==> src/design/xee_pkg.sv <==
// xee_pkg: shared types, character codes and lookup functions for the xml entity escaper
// no dependencies; imported by every module of the block
`timescale 1ns / 1ps
`default_nettype none

package xee_pkg;

    // ascii codes used in escapes and references
    localparam logic [7:0] CH_AMP  = 8'h26;
    localparam logic [7:0] CH_APOS = 8'h27;
    localparam logic [7:0] CH_LT   = 8'h3C;
    localparam logic [7:0] CH_GT   = 8'h3E;
    localparam logic [7:0] CH_QUOT = 8'h22;
    localparam logic [7:0] CH_HASH = 8'h23;
    localparam logic [7:0] CH_X    = 8'h78;
    localparam logic [7:0] CH_SEMI = 8'h3B;

    // pending sequence store and raw reference list
    localparam int PEND_DEPTH = 5;
    localparam int RAW_DEPTH  = PEND_DEPTH + 1;

    // position of the semicolon in a raw byte reference
    localparam logic [3:0] RAW_LAST = 4'd5;

    // what follows the raw byte references of one request
    typedef enum logic [1:0] {
        TAIL_NONE,
        TAIL_CHAR,
        TAIL_ENT,
        TAIL_CP
    } tail_t;

    // named entities
    typedef enum logic [2:0] {
        ENT_AMP,
        ENT_APOS,
        ENT_LT,
        ENT_GT,
        ENT_QUOT
    } ent_t;

    // everything one input request produces, handed to the emitter
    typedef struct packed {
        logic [RAW_DEPTH-1:0][7:0] raw;
        logic [2:0]                raw_cnt;
        tail_t                     tail;
        logic [7:0]                ch;
        ent_t                      ent;
        logic [30:0]               cp;
        logic [2:0]                top;
        logic                      last;
    } xee_job_t;

    // lowercase hex digit
    function automatic logic [7:0] hex_char(input logic [3:0] nib);
        logic [7:0] c;
        if (nib < 4'd10)
            c = 8'h30 + {4'd0, nib};
        else
            c = 8'h57 + {4'd0, nib};
        return c;
    endfunction

    // sequence length announced by a lead byte, zero when not a lead byte
    function automatic logic [2:0] lead_len(input logic [7:0] b);
        logic [2:0] len;
        casez (b)
            8'b110?????: len = 3'd2;
            8'b1110????: len = 3'd3;
            8'b11110???: len = 3'd4;
            8'b111110??: len = 3'd5;
            8'b1111110?: len = 3'd6;
            default:     len = 3'd0;
        endcase
        return len;
    endfunction

    // position of the closing semicolon of an entity
    function automatic logic [3:0] entity_last(input ent_t e);
        logic [3:0] p;
        case (e)
            ENT_AMP:  p = 4'd4;
            ENT_APOS: p = 4'd5;
            ENT_LT:   p = 4'd3;
            ENT_GT:   p = 4'd3;
            ENT_QUOT: p = 4'd5;
            default:  p = 4'd0;
        endcase
        return p;
    endfunction

    // character at a given position of an entity
    function automatic logic [7:0] entity_char(input ent_t e, input logic [3:0] pos);
        logic [7:0] c;
        c = CH_SEMI;
        if (pos == 4'd0)
            c = CH_AMP;
        else if (pos != entity_last(e))
        begin
            case (e)
                ENT_AMP:
                begin
                    case (pos)
                        4'd1:    c = "a";
                        4'd2:    c = "m";
                        default: c = "p";
                    endcase
                end
                ENT_APOS:
                begin
                    case (pos)
                        4'd1:    c = "a";
                        4'd2:    c = "p";
                        4'd3:    c = "o";
                        default: c = "s";
                    endcase
                end
                ENT_LT:
                begin
                    case (pos)
                        4'd1:    c = "l";
                        default: c = "t";
                    endcase
                end
                ENT_GT:
                begin
                    case (pos)
                        4'd1:    c = "g";
                        default: c = "t";
                    endcase
                end
                ENT_QUOT:
                begin
                    case (pos)
                        4'd1:    c = "q";
                        4'd2:    c = "u";
                        4'd3:    c = "o";
                        default: c = "t";
                    endcase
                end
                default: c = CH_SEMI;
            endcase
        end
        return c;
    endfunction

endpackage

`default_nettype wire

==> src/design/xee_if.sv <==
// xee_in_if and xee_out_if: valid/ready channels of the xml entity escaper
// no dependencies
`timescale 1ns / 1ps
`default_nettype none

interface xee_in_if;
    logic       valid;
    logic       ready;
    logic [7:0] in_byte;
    logic       last_byte;

    modport source (output valid, output in_byte, output last_byte, input ready);
    modport sink   (input valid, input in_byte, input last_byte, output ready);
endinterface

interface xee_out_if;
    logic       valid;
    logic       ready;
    logic [7:0] out_char;
    logic       run_last;
    logic       string_end;

    modport source (output valid, output out_char, output run_last, output string_end,
                    input ready);
    modport sink   (input valid, input out_char, input run_last, input string_end,
                    output ready);
endinterface

`default_nettype wire

==> src/design/xee_step.sv <==
// xee_step: utf-8 sequence tracking; turns each accepted byte into an output job
// depends on xee_pkg
`timescale 1ns / 1ps
`default_nettype none

module xee_step
    import xee_pkg::*;
(
    input  wire logic       clk,
    input  wire logic       rst_n,
    input  wire logic       accept,
    input  wire logic [7:0] in_byte,
    input  wire logic       last_byte,
    output xee_job_t        job
);

    logic [7:0]  pend_reg [PEND_DEPTH];
    logic [2:0]  pcnt_reg, pcnt_next;
    logic [2:0]  elen_reg, elen_next;
    logic [24:0] acc_reg, acc_next;
    logic        wr_en;
    logic [2:0]  wr_idx;

    logic        is_cont;
    logic        cont_done;
    logic [2:0]  len;
    logic [7:0]  lead_mask;
    logic [30:0] cp_val;
    logic [31:0] cp_word;
    logic [2:0]  cp_top;

    assign is_cont   = (in_byte[7:6] == 2'b10);
    assign cont_done = ({1'b0, pcnt_reg} + 4'd1) >= {1'b0, elen_reg};
    assign len       = lead_len(in_byte);
    assign lead_mask = 8'h7F >> len;
    assign cp_val    = {acc_reg, in_byte[5:0]};
    assign cp_word   = {1'b0, cp_val};

    // highest non-zero hex digit of the code point
    always_comb
    begin
        cp_top = 3'd0;
        for (int k = 1; k < 8; k++)
        begin
            if (cp_word[4*k +: 4] != 4'd0)
                cp_top = 3'(k);
        end
    end

    // job and next sequence state for the byte on the input
    always_comb
    begin
        for (int i = 0; i < PEND_DEPTH; i++)
            job.raw[i] = (3'(i) < pcnt_reg) ? pend_reg[i] : in_byte;
        job.raw[RAW_DEPTH-1] = in_byte;
        job.raw_cnt = 3'd0;
        job.tail    = TAIL_NONE;
        job.ch      = in_byte;
        job.ent     = ENT_AMP;
        job.cp      = cp_val;
        job.top     = cp_top;
        job.last    = last_byte;

        pcnt_next = pcnt_reg;
        elen_next = elen_reg;
        acc_next  = acc_reg;
        wr_en     = 1'b0;
        wr_idx    = pcnt_reg;

        if (pcnt_reg != 3'd0 && is_cont)
        begin
            if (cont_done)
            begin
                job.tail  = TAIL_CP;
                pcnt_next = 3'd0;
                elen_next = 3'd0;
            end
            else if (last_byte)
            begin
                // cut-off sequence, pending bytes and this one go out raw
                job.raw_cnt = pcnt_reg + 3'd1;
                pcnt_next   = 3'd0;
                elen_next   = 3'd0;
            end
            else
            begin
                wr_en     = 1'b1;
                pcnt_next = pcnt_reg + 3'd1;
                acc_next  = {acc_reg[18:0], in_byte[5:0]};
            end
        end
        else
        begin
            // broken sequence flushes pending bytes, then the byte is taken afresh
            job.raw_cnt = pcnt_reg;
            pcnt_next   = 3'd0;
            elen_next   = 3'd0;
            if (!in_byte[7])
            begin
                job.tail = TAIL_ENT;
                case (in_byte)
                    CH_AMP:  job.ent = ENT_AMP;
                    CH_APOS: job.ent = ENT_APOS;
                    CH_LT:   job.ent = ENT_LT;
                    CH_GT:   job.ent = ENT_GT;
                    CH_QUOT: job.ent = ENT_QUOT;
                    default: job.tail = TAIL_CHAR;
                endcase
            end
            else if (len == 3'd0 || last_byte)
            begin
                job.raw_cnt = pcnt_reg + 3'd1;
            end
            else
            begin
                wr_en     = 1'b1;
                wr_idx    = 3'd0;
                pcnt_next = 3'd1;
                elen_next = len;
                acc_next  = {17'd0, in_byte & lead_mask};
            end
        end
    end

    // sequence state
    always_ff @(posedge clk or negedge rst_n)
    begin
        if (!rst_n)
        begin
            pcnt_reg <= 3'd0;
            elen_reg <= 3'd0;
        end
        else if (accept)
        begin
            pcnt_reg <= pcnt_next;
            elen_reg <= elen_next;
        end
    end

    // pending bytes and partial code point
    always_ff @(posedge clk)
    begin
        if (accept)
        begin
            acc_reg <= acc_next;
            if (wr_en)
                pend_reg[wr_idx] <= in_byte;
        end
    end

endmodule

`default_nettype wire

==> src/design/xee_emit.sv <==
// xee_emit: job register and character sequencer with registered output channel
// depends on xee_pkg and xee_out_if
`timescale 1ns / 1ps
`default_nettype none

module xee_emit
    import xee_pkg::*;
(
    input  wire logic     clk,
    input  wire logic     rst_n,
    input  wire logic     load,
    input  wire xee_job_t job,
    output logic          job_ready,
    xee_out_if.source     out_ch
);

    xee_job_t   job_reg;
    logic [3:0] pos_reg;
    logic       out_valid_reg;
    logic [7:0] out_char_reg;
    logic       run_last_reg;
    logic       string_end_reg;

    logic       in_raw;
    logic       job_valid;
    logic       advance;
    logic       last_char;
    logic [3:0] tail_last;
    logic [7:0] gen_char;
    logic [31:0] cp_word;
    logic [3:0] didx;

    assign in_raw    = (job_reg.raw_cnt != 3'd0);
    assign job_valid = in_raw || (job_reg.tail != TAIL_NONE);
    assign advance   = job_valid && (!out_valid_reg || out_ch.ready);
    assign cp_word   = {1'b0, job_reg.cp};
    assign didx      = {1'b0, job_reg.top} + 4'd3 - pos_reg;

    // final position of the tail unit
    always_comb
    begin
        case (job_reg.tail)
            TAIL_ENT: tail_last = entity_last(job_reg.ent);
            TAIL_CP:  tail_last = {1'b0, job_reg.top} + 4'd4;
            default:  tail_last = 4'd0;
        endcase
    end

    assign last_char = in_raw ? (job_reg.raw_cnt == 3'd1 && job_reg.tail == TAIL_NONE
                                 && pos_reg == RAW_LAST)
                              : (pos_reg == tail_last);
    assign job_ready = !job_valid || (advance && last_char);

    // character at the current position
    always_comb
    begin
        gen_char = CH_SEMI;
        if (in_raw)
        begin
            case (pos_reg)
                4'd0:    gen_char = CH_AMP;
                4'd1:    gen_char = CH_HASH;
                4'd2:    gen_char = CH_X;
                4'd3:    gen_char = hex_char(job_reg.raw[0][7:4]);
                4'd4:    gen_char = hex_char(job_reg.raw[0][3:0]);
                default: gen_char = CH_SEMI;
            endcase
        end
        else
        begin
            case (job_reg.tail)
                TAIL_CHAR: gen_char = job_reg.ch;
                TAIL_ENT:  gen_char = entity_char(job_reg.ent, pos_reg);
                TAIL_CP:
                begin
                    if (pos_reg == 4'd0)
                        gen_char = CH_AMP;
                    else if (pos_reg == 4'd1)
                        gen_char = CH_HASH;
                    else if (pos_reg == 4'd2)
                        gen_char = CH_X;
                    else if (pos_reg == tail_last)
                        gen_char = CH_SEMI;
                    else
                        gen_char = hex_char(cp_word[{didx[2:0], 2'b00} +: 4]);
                end
                default: gen_char = CH_SEMI;
            endcase
        end
    end

    // job register and position counter
    always_ff @(posedge clk or negedge rst_n)
    begin
        if (!rst_n)
        begin
            job_reg <= '0;
            pos_reg <= 4'd0;
        end
        else if (load)
        begin
            job_reg <= job;
            pos_reg <= 4'd0;
        end
        else if (advance)
        begin
            if (in_raw)
            begin
                if (pos_reg == RAW_LAST)
                begin
                    for (int i = 0; i < RAW_DEPTH - 1; i++)
                        job_reg.raw[i] <= job_reg.raw[i+1];
                    job_reg.raw_cnt <= job_reg.raw_cnt - 3'd1;
                    pos_reg <= 4'd0;
                end
                else
                begin
                    pos_reg <= pos_reg + 4'd1;
                end
            end
            else if (pos_reg == tail_last)
            begin
                job_reg.tail <= TAIL_NONE;
                pos_reg <= 4'd0;
            end
            else
            begin
                pos_reg <= pos_reg + 4'd1;
            end
        end
    end

    // output register
    always_ff @(posedge clk or negedge rst_n)
    begin
        if (!rst_n)
        begin
            out_valid_reg <= 1'b0;
        end
        else if (advance)
        begin
            out_valid_reg <= 1'b1;
        end
        else if (out_ch.ready)
        begin
            out_valid_reg <= 1'b0;
        end
    end

    always_ff @(posedge clk)
    begin
        if (advance)
        begin
            out_char_reg   <= gen_char;
            run_last_reg   <= last_char;
            string_end_reg <= last_char && job_reg.last;
        end
    end

    assign out_ch.valid      = out_valid_reg;
    assign out_ch.out_char   = out_char_reg;
    assign out_ch.run_last   = run_last_reg;
    assign out_ch.string_end = string_end_reg;

endmodule

`default_nettype wire

==> src/design/xml_entity_escaper_core.sv <==
// xml_entity_escaper_core: escapes a utf-8 byte stream into xml-safe text
// depends on xee_pkg, xee_if, xee_step and xee_emit
//
// usage:
//   in_ch carries one string byte per request with last_byte on the final byte.
//   out_ch carries one escaped character per request; run_last marks the last
//   character caused by an input byte, string_end the final character of a string.
//   a byte is taken when valid and ready are high at a rising edge of clk.
// a taken byte enters the job register, then each character the output register.
// throughput: a byte holds the input until its last character goes to the output
//   register, so plain text streams one byte per cycle while out_ch.ready is high;
//   a lead or continuation byte that yields nothing does not hold the input. the
//   character sequencer emits one character per cycle from the job register while
//   out_ch.ready is high.
// reset: rst_n low clears the pending utf-8 sequence, the job and the output.
// stall: when out_ch.ready is low the output register holds its character, the
//   sequencer waits and in_ch.ready drops once the job register is busy.
`timescale 1ns / 1ps
`default_nettype none

module xml_entity_escaper_core
    import xee_pkg::*;
(
    input  wire logic clk,
    input  wire logic rst_n,
    xee_in_if.sink    in_ch,
    xee_out_if.source out_ch
);

    xee_job_t job;
    logic     job_ready;
    logic     accept;

    // input request handshake
    assign in_ch.ready = job_ready;
    assign accept      = in_ch.valid && job_ready;

    xee_step u_step (
        .clk       (clk),
        .rst_n     (rst_n),
        .accept    (accept),
        .in_byte   (in_ch.in_byte),
        .last_byte (in_ch.last_byte),
        .job       (job)
    );

    xee_emit u_emit (
        .clk       (clk),
        .rst_n     (rst_n),
        .load      (accept),
        .job       (job),
        .job_ready (job_ready),
        .out_ch    (out_ch)
    );

endmodule

`default_nettype wire
==> src/flat_wrapper.sv <==
// flat-port wrapper written by rule: the top's interface ports become plain ports
module xml_entity_escaper_core_flat import xee_pkg::*;
  (clk, rst_n, in_ch_valid, in_ch_in_byte, in_ch_last_byte, in_ch_ready, out_ch_valid, out_ch_out_char, out_ch_run_last, out_ch_string_end, out_ch_ready);
  xee_in_if in_ch_i ();
  xee_out_if out_ch_i ();
  input  wire logic clk;
  input  wire logic rst_n;
  input wire logic [$bits(in_ch_i.valid)-1:0] in_ch_valid;
  input wire logic [$bits(in_ch_i.in_byte)-1:0] in_ch_in_byte;
  input wire logic [$bits(in_ch_i.last_byte)-1:0] in_ch_last_byte;
  output wire logic [$bits(in_ch_i.ready)-1:0] in_ch_ready;
  output wire logic [$bits(out_ch_i.valid)-1:0] out_ch_valid;
  output wire logic [$bits(out_ch_i.out_char)-1:0] out_ch_out_char;
  output wire logic [$bits(out_ch_i.run_last)-1:0] out_ch_run_last;
  output wire logic [$bits(out_ch_i.string_end)-1:0] out_ch_string_end;
  input wire logic [$bits(out_ch_i.ready)-1:0] out_ch_ready;
  assign in_ch_i.valid = in_ch_valid;
  assign in_ch_i.in_byte = in_ch_in_byte;
  assign in_ch_i.last_byte = in_ch_last_byte;
  assign in_ch_ready = in_ch_i.ready;
  assign out_ch_valid = out_ch_i.valid;
  assign out_ch_out_char = out_ch_i.out_char;
  assign out_ch_run_last = out_ch_i.run_last;
  assign out_ch_string_end = out_ch_i.string_end;
  assign out_ch_i.ready = out_ch_ready;
  xml_entity_escaper_core u_core (.clk(clk), .rst_n(rst_n), .in_ch(in_ch_i), .out_ch(out_ch_i));
endmodule
==> config.mk <==
export PLATFORM = sky130hd
export DESIGN_NAME = xml_entity_escaper_core_flat
export DESIGN_NICKNAME = d
export VERILOG_FILES = /design/src/design/xee_pkg.sv /design/src/design/xee_if.sv /design/src/design/xee_step.sv /design/src/design/xee_emit.sv /design/src/design/xml_entity_escaper_core.sv /design/src/flat_wrapper.sv
export SDC_FILE = /design/constraint.sdc
export NUM_CORES = 1
export LEC_CHECK = 0
export ABC_AREA = 1
export CAP_MARGIN = 10
export CORE_ASPECT_RATIO = 0.8
export CORE_UTILIZATION = 58
export DETAILED_ROUTE_END_ITERATION = 8
export DONT_BUFFER_PORTS = 1
export PLACE_DENSITY_LB_ADDON = 0.25
export SLEW_MARGIN = 20
export SYNTH_ARGS = -nofsm -noshare
export SYNTH_HDL_FRONTEND = slang
export SYNTH_SLANG_ARGS = --single-unit
==> constraint.sdc <==
create_clock -name clk -period 3.1 [get_ports clk]
set_input_delay 0.465 -clock clk [delete_from_list [all_inputs] [get_ports clk]]
set_output_delay 0.465 -clock clk [all_outputs]
set_load 0.1 [all_outputs]
### Yosys cells after proc, flatten, opt, wreduce, memory -nomap -nowiden

Memory sizes are Yosys's and may differ from the RTL's.
Cells that the tools add are included.

* add/subtract/negate cells: 13
* $lt $le $gt $ge: 9
* equality and inequality tests: 31
* shift-type cells: 2
* mux-type cells: 87
* bitwise logic cells: 1
* reduce and logical (&&, ||, !) cells: 40

Operators with widths (count)
* $mux 25: 5
* $mux 8: 15
* $mux 45: 2
* $mux 43: 2
* $pmux 8 s5: 2
* $mux 3: 23
* $eq 8x6->1 const B: 5
* $mux 4: 8
* $shiftx 32x6->4: 1
* $pmux 5 s3: 2
* $reduce_bool 4->1: 7
* $add 7x4->8 const A: 3
* $pmux 8 s3: 1
* $add 6x4->7 const A: 3
* $mux 5: 3
* $pmux 3 s5: 1
* $mux 1: 14
* $reduce_bool 2->1: 7
* $lt 4x4->1 const B: 3
* $pmux 3 s4: 1
* $mux 2: 5
* $pmux 5 s2: 1
* $pmux 3 s3: 1
* $and 8x8->8: 1
* other kinds (42): 67

* flip-flop bits (word level): 137
* memory bits (writable): 40
* output and inout port bits: 12
* word-level logic and storage cells: 204
* memories kept: 1

Memories
* u_core.u_step.pend_reg: depth 5, width 8, read ports 5, clocked after memory_dff 0, write ports 1, line xee_step.sv:17 `logic [7:0] pend_reg [PEND_DEPTH];`

### Longest topological paths before layout

* depth after elaboration: 11
* depth in mapped cells: 20
* mapped depth without buffers: 20

### By module

Synthesis repeated with hierarchy kept, for this count alone.

* cell total of the unflattened synthesis: 1188
* area total of the unflattened synthesis: 9788.1 µm²

By module, submodules not included
* xee_emit: times used 1, cells an instance 812, area an instance 6221.0 µm²
* xee_step: times used 1, cells an instance 374, area an instance 3559.7 µm²
* xml_entity_escaper_core: times used 1, cells an instance 2, area an instance 7.5 µm²

### Least setup slack after synthesis

Ideal clock, no wire load.

* path type: flip-flop to flip-flop
* start point: register u_core.u_step.pcnt_reg[0]
* end point: memory u_core.u_step.pend_reg[4][0] (enable)
* library setup time: 370 ps
* arrival: 2863 ps
* data required time: 2730 ps
* setup slack: -133 ps
* cell stages (with the launch flop): 14
* path buffers: 0
* cell sequence: dfrtp_1 > inv_1 > ha_1 > ha_1 > a21boi_0 > o21ai_0 > nand2_1 > nor2_1 > inv_1 > nand2_1 > inv_2 > nor2_4 > nand2_1 > nor2_1

* cells in the longest elaborated chain, start to end: 7

RTL lines
* start, declared: line xee_step.sv:18 `logic [2:0] pcnt_reg, pcnt_next;`
* start signal, assigned: line xee_step.sv:135 `pcnt_reg <= pcnt_next;`
* $add 3x1->4: line xee_step.sv:33 `assign cont_done = ({1'b0, pcnt_reg} + 4'd1) >= {1'b0, elen_reg};`
* $ge 4x3->1: line xee_step.sv:33
* $mux 1: line xee_step.sv:72 `if (cont_done)`
* $mux 1: line xee_step.sv:70 `if (pcnt_reg != 3'd0 && is_cont)`
* $mux 1: line xee_step.sv:146 `if (wr_en)`
* $mux 1: line xee_step.sv:143 `if (accept)`
* $mux 1 (implied by the code): line xee_step.sv:147 `pend_reg[wr_idx] <= in_byte;`
* end, declared: line xee_step.sv:17

Parallel ways exist; a longest one is shown, timed or not.

### Worst setup path in the final report

* start point: register u_core.u_emit.job_reg[47] (netlist bit)
* end point: output in_ch_ready

* cells in the longest elaborated chain, start to end: 6

RTL lines
* start, declared: line xee_emit.sv:17 `xee_job_t job_reg;`
* start signal, assigned: line xee_emit.sv:102 `job_reg <= job;`
* $eq 2x2->1 / $logic_not 2->1 (equally long branches): line xee_emit.sv:42, xee_emit.sv:49
* $pmux 4 s2 / $logic_and 1x1->1 (equally long branches): line xee_emit.sv:42, xee_emit.sv:49
* $eq 4x4->1 / $logic_and 1x1->1 (equally long branches): line xee_emit.sv:51, xee_emit.sv:50
* $mux 1 *: line xee_emit.sv:49 `assign last_char = in_raw ? (job_reg.raw_cnt == 3'd1 && job_reg.tail == TAIL_NONE`
* via u_core.u_emit.last_char: line xee_emit.sv:27 `logic last_char;`
* $logic_and 1x1->1 *: line xee_emit.sv:52 `assign job_ready = !job_valid || (advance && last_char);`
* $logic_or 1x1->1 *: line xee_emit.sv:52
* end, declared: line flat_wrapper.sv:11 `output wire logic [$bits(in_ch_i.ready)-1:0] in_ch_ready;`

The timed path passes the listed nets; every way through them passes the cells marked *.

==> results.cfg <==
[status]
status = completed

[worst_setup_path]
path_class = reg -> out
crit_path_start_kind = flip-flop
endpoint_kind = output port
critical_path_arrival_ns = 2.41
crit_path_max_fanout = 6
worstPathRequired_ns = 2.63

[global_route]
grt_pass1_wl_mm = 36.6
grt_antenna_before_repair = 1
track_usage = 0.301
grt_pass1_vias = 6787
grt_max_degree = 97
gr-total-overflow = 0

[floorplan]
die_area_sq_um = 16100
start_util = 0.598
row_count = 40
core_sq_um = 15100
fp.dieH_um = 114
io_pins = 25
fp.dieW_um = 142

[routing]
drtPass1Iterations = 6
drt-wirelength-per-cell_um = 16.9
first_iter_violations = 785
vias = 7489
drc = 0
ant_nets = 0
drt_wl_total_mm = 22.8
viasPerCell = 5.55

[placement]
gp_congestion = 0.949
dpl_cell_area_sq_um = 9280
place_hpwl_mm = 15.6
numPortBuffers = 0
placedCellCount = 1316

[final_layout]
fillers = 1288
final_layout_size_suffix_gt1_frac = 0.0667
fin_area_sq_um = 9910
layout.nets = 1159
syn_to_final_growth_pct = 9.66
antenna_cells = 0
largest_reg_flops = 60
fin_cells = 1350

[timing]
hold_viol_final = 0
fin_crit_sh = 0.927
setup_violations = 0
rsz0062_at_grt = no
finalSetupTns_ns = 0
maxSlewHeadroom = 0.388
fmax_ghz = 0.348
worst_slew_pin_slew_ns = 0.920
fin_skew_ns = 0.0107
report.final.slew_viol_count = 0
final.min_clock_period_ns = 2.87

[yosys]
synth-seq-cells = 171
synth_top_area_cell = dfrtp_1
syn_nets = 1153
synth_largest_type_area_fraction = 0.266
syn_inst = 1121
synth-edff-count = 75
avgSynthCellArea_sq_um = 8.06
synth_flop_cell = dfrtp_1
synth_commonest_cells = 400 x nand2_1, 105 x inv_1, 96 x dfrtp_1
seq_area_frac_synth = 0.515
ys_warn_count = 0
async_reset_ff_frac = 0.561
yosysUniqueCellTypes = 45
yosysMostFrequentCell = nand2_1
syn_area_sq_um = 9040
synthTopCellsByArea = dfrtp_1 27%, edfxtp_1 25%, nand2_1 17%

[power]
ir_drop_uv = 632
total_leakage_power_nw = 4.69
p_per_area_nw_per_um2 = 1090

[clock_network]
cts_sinks = 171
cts_root_buf = clkbuf_16
post_cts_buffers = 0
cts_buffers = 17
clkTransAtPathRegs_ns = 0.07
htreeDepth = 4
cts_buffer_depth = 2
cts_tree = yes
clkLatencyLatePin_ns = 0.44

[run]
maxCapViolations = 0

[hold_path]
hold_path.class = in -> reg
[path summary, 6_finish.rpt]
check / cells past startpoint / slack, ns / from / to
max: 11 / 0.23 / u_core.u_emit.job_reg[47] / in_ch_ready
min: 0 / 0.12 / in_ch_in_byte[6] / u_core.u_step.pend_reg[2][6]
max reg2reg: 17 / 0.26 / u_core.u_emit.pos_reg[1] / u_core.u_emit.out_ch.out_char[0]
min reg2reg: 2 / 0.47 / u_core.u_step.acc_reg[19] / u_core.u_emit.cp_word[25]
max in group asynchronous: 2 / 2.09 / rst_n / u_core.u_emit.job_reg[83]
min in group asynchronous: 2 / 0.62 / rst_n / u_core.u_emit.pos_reg[2]
[critical path, cell delays in order, from the launching register on]
cell and delay (ns):
dfrtp_1 0.44, inv_1 0.07, nor2_2 0.23, nand2_1 0.14, o211ai_1 0.10, nand3_1 0.12, nor2_2 0.16, nand3_2 0.14
nand2_2 0.12, nand2_2 0.07, nand2_4 0.07, buf_4 0.32
[layer usage]
metal,share of wire,up-vias,GRT usage
met2,0.42,299,0.425
met3,0.091,23,0.0903
met1,0.48,3493,0.453
li1,-,3674,-
met5,0,-,0
met4,0.011,0,0.0724
[layout make-up]
cell class | count | area, sq um | share of cell area
Inverter | 115 | 435 | 0.0439
Clock inverter | 10 | 140 | 0.0141
Tap cell | 210 | 263 | 0.0265
Clock buffer | 22 | 454 | 0.0458
Timing Repair Buffer | 30 | 273 | 0.0275
Multi-Input combinational cell | 792 | 3690 | 0.372
Sequential cell | 171 | 4650 | 0.470
[kinds of logic (layout without fill, tap and decap cells)]
family,after synthesis,after routing,share of synthesized area
xor+xnor,8,8,0.00775
simple gates,568,568,0.255
compound gates,197,197,0.120
fa+ha+maj,19,19,0.0263
buf+inv,158,177,0.0766
flops,171,171,0.515
[metrics by stage]
| step | power [mW] | utilization | hold WS, ns | setup WS (ns) |
|---|---|---|---|---|
| after floorplan | 7.41 | - | 0.169 | -0.113 |
| after global placement | 8.43 | 0.614 | 0.174 | 0.343 |
| after detailed placement | 8.52 | 0.614 | 0.175 | 0.278 |
| after CTS | 10.8 | 0.655 | 0.110 | 0.261 |
| after global routing | 11.6 | 0.656 | 0.104 | 0.0197 |
| final | 10.8 | 0.656 | 0.116 | 0.227 |
[report_power, final]
| group | internal (mW) | total (mW) | switching (mW) |
|---|---|---|---|
| Clock | 1.29 | 2.20 | 0.906 |
| Sequential | 3.03 | 3.90 | 0.873 |
| Combinational | 1.55 | 4.75 | 3.21 |
| Total | 5.86 | 10.8 | 4.99 |
[cell usage in the layout, fill, tap and decap left out, drive strengths merged, types with 7 or more instances in the layout]
cell    instances
clkinv          7
dfrtp          96
ha             19
inv           112
edfxtp         75
nand2         405
a21oi          28
nand3          48
o21ai         140
nor2           91
nand4           8
buf            29
clkbuf         22
[repair_timing]
item,4_1_cts,5_1_grt
endpoints found under the hold margin,96,0
hold buffers,2,0
setup endpoints to repair,0,2
gates resized for setup,0,2
(Power assumes the default switching activity.)
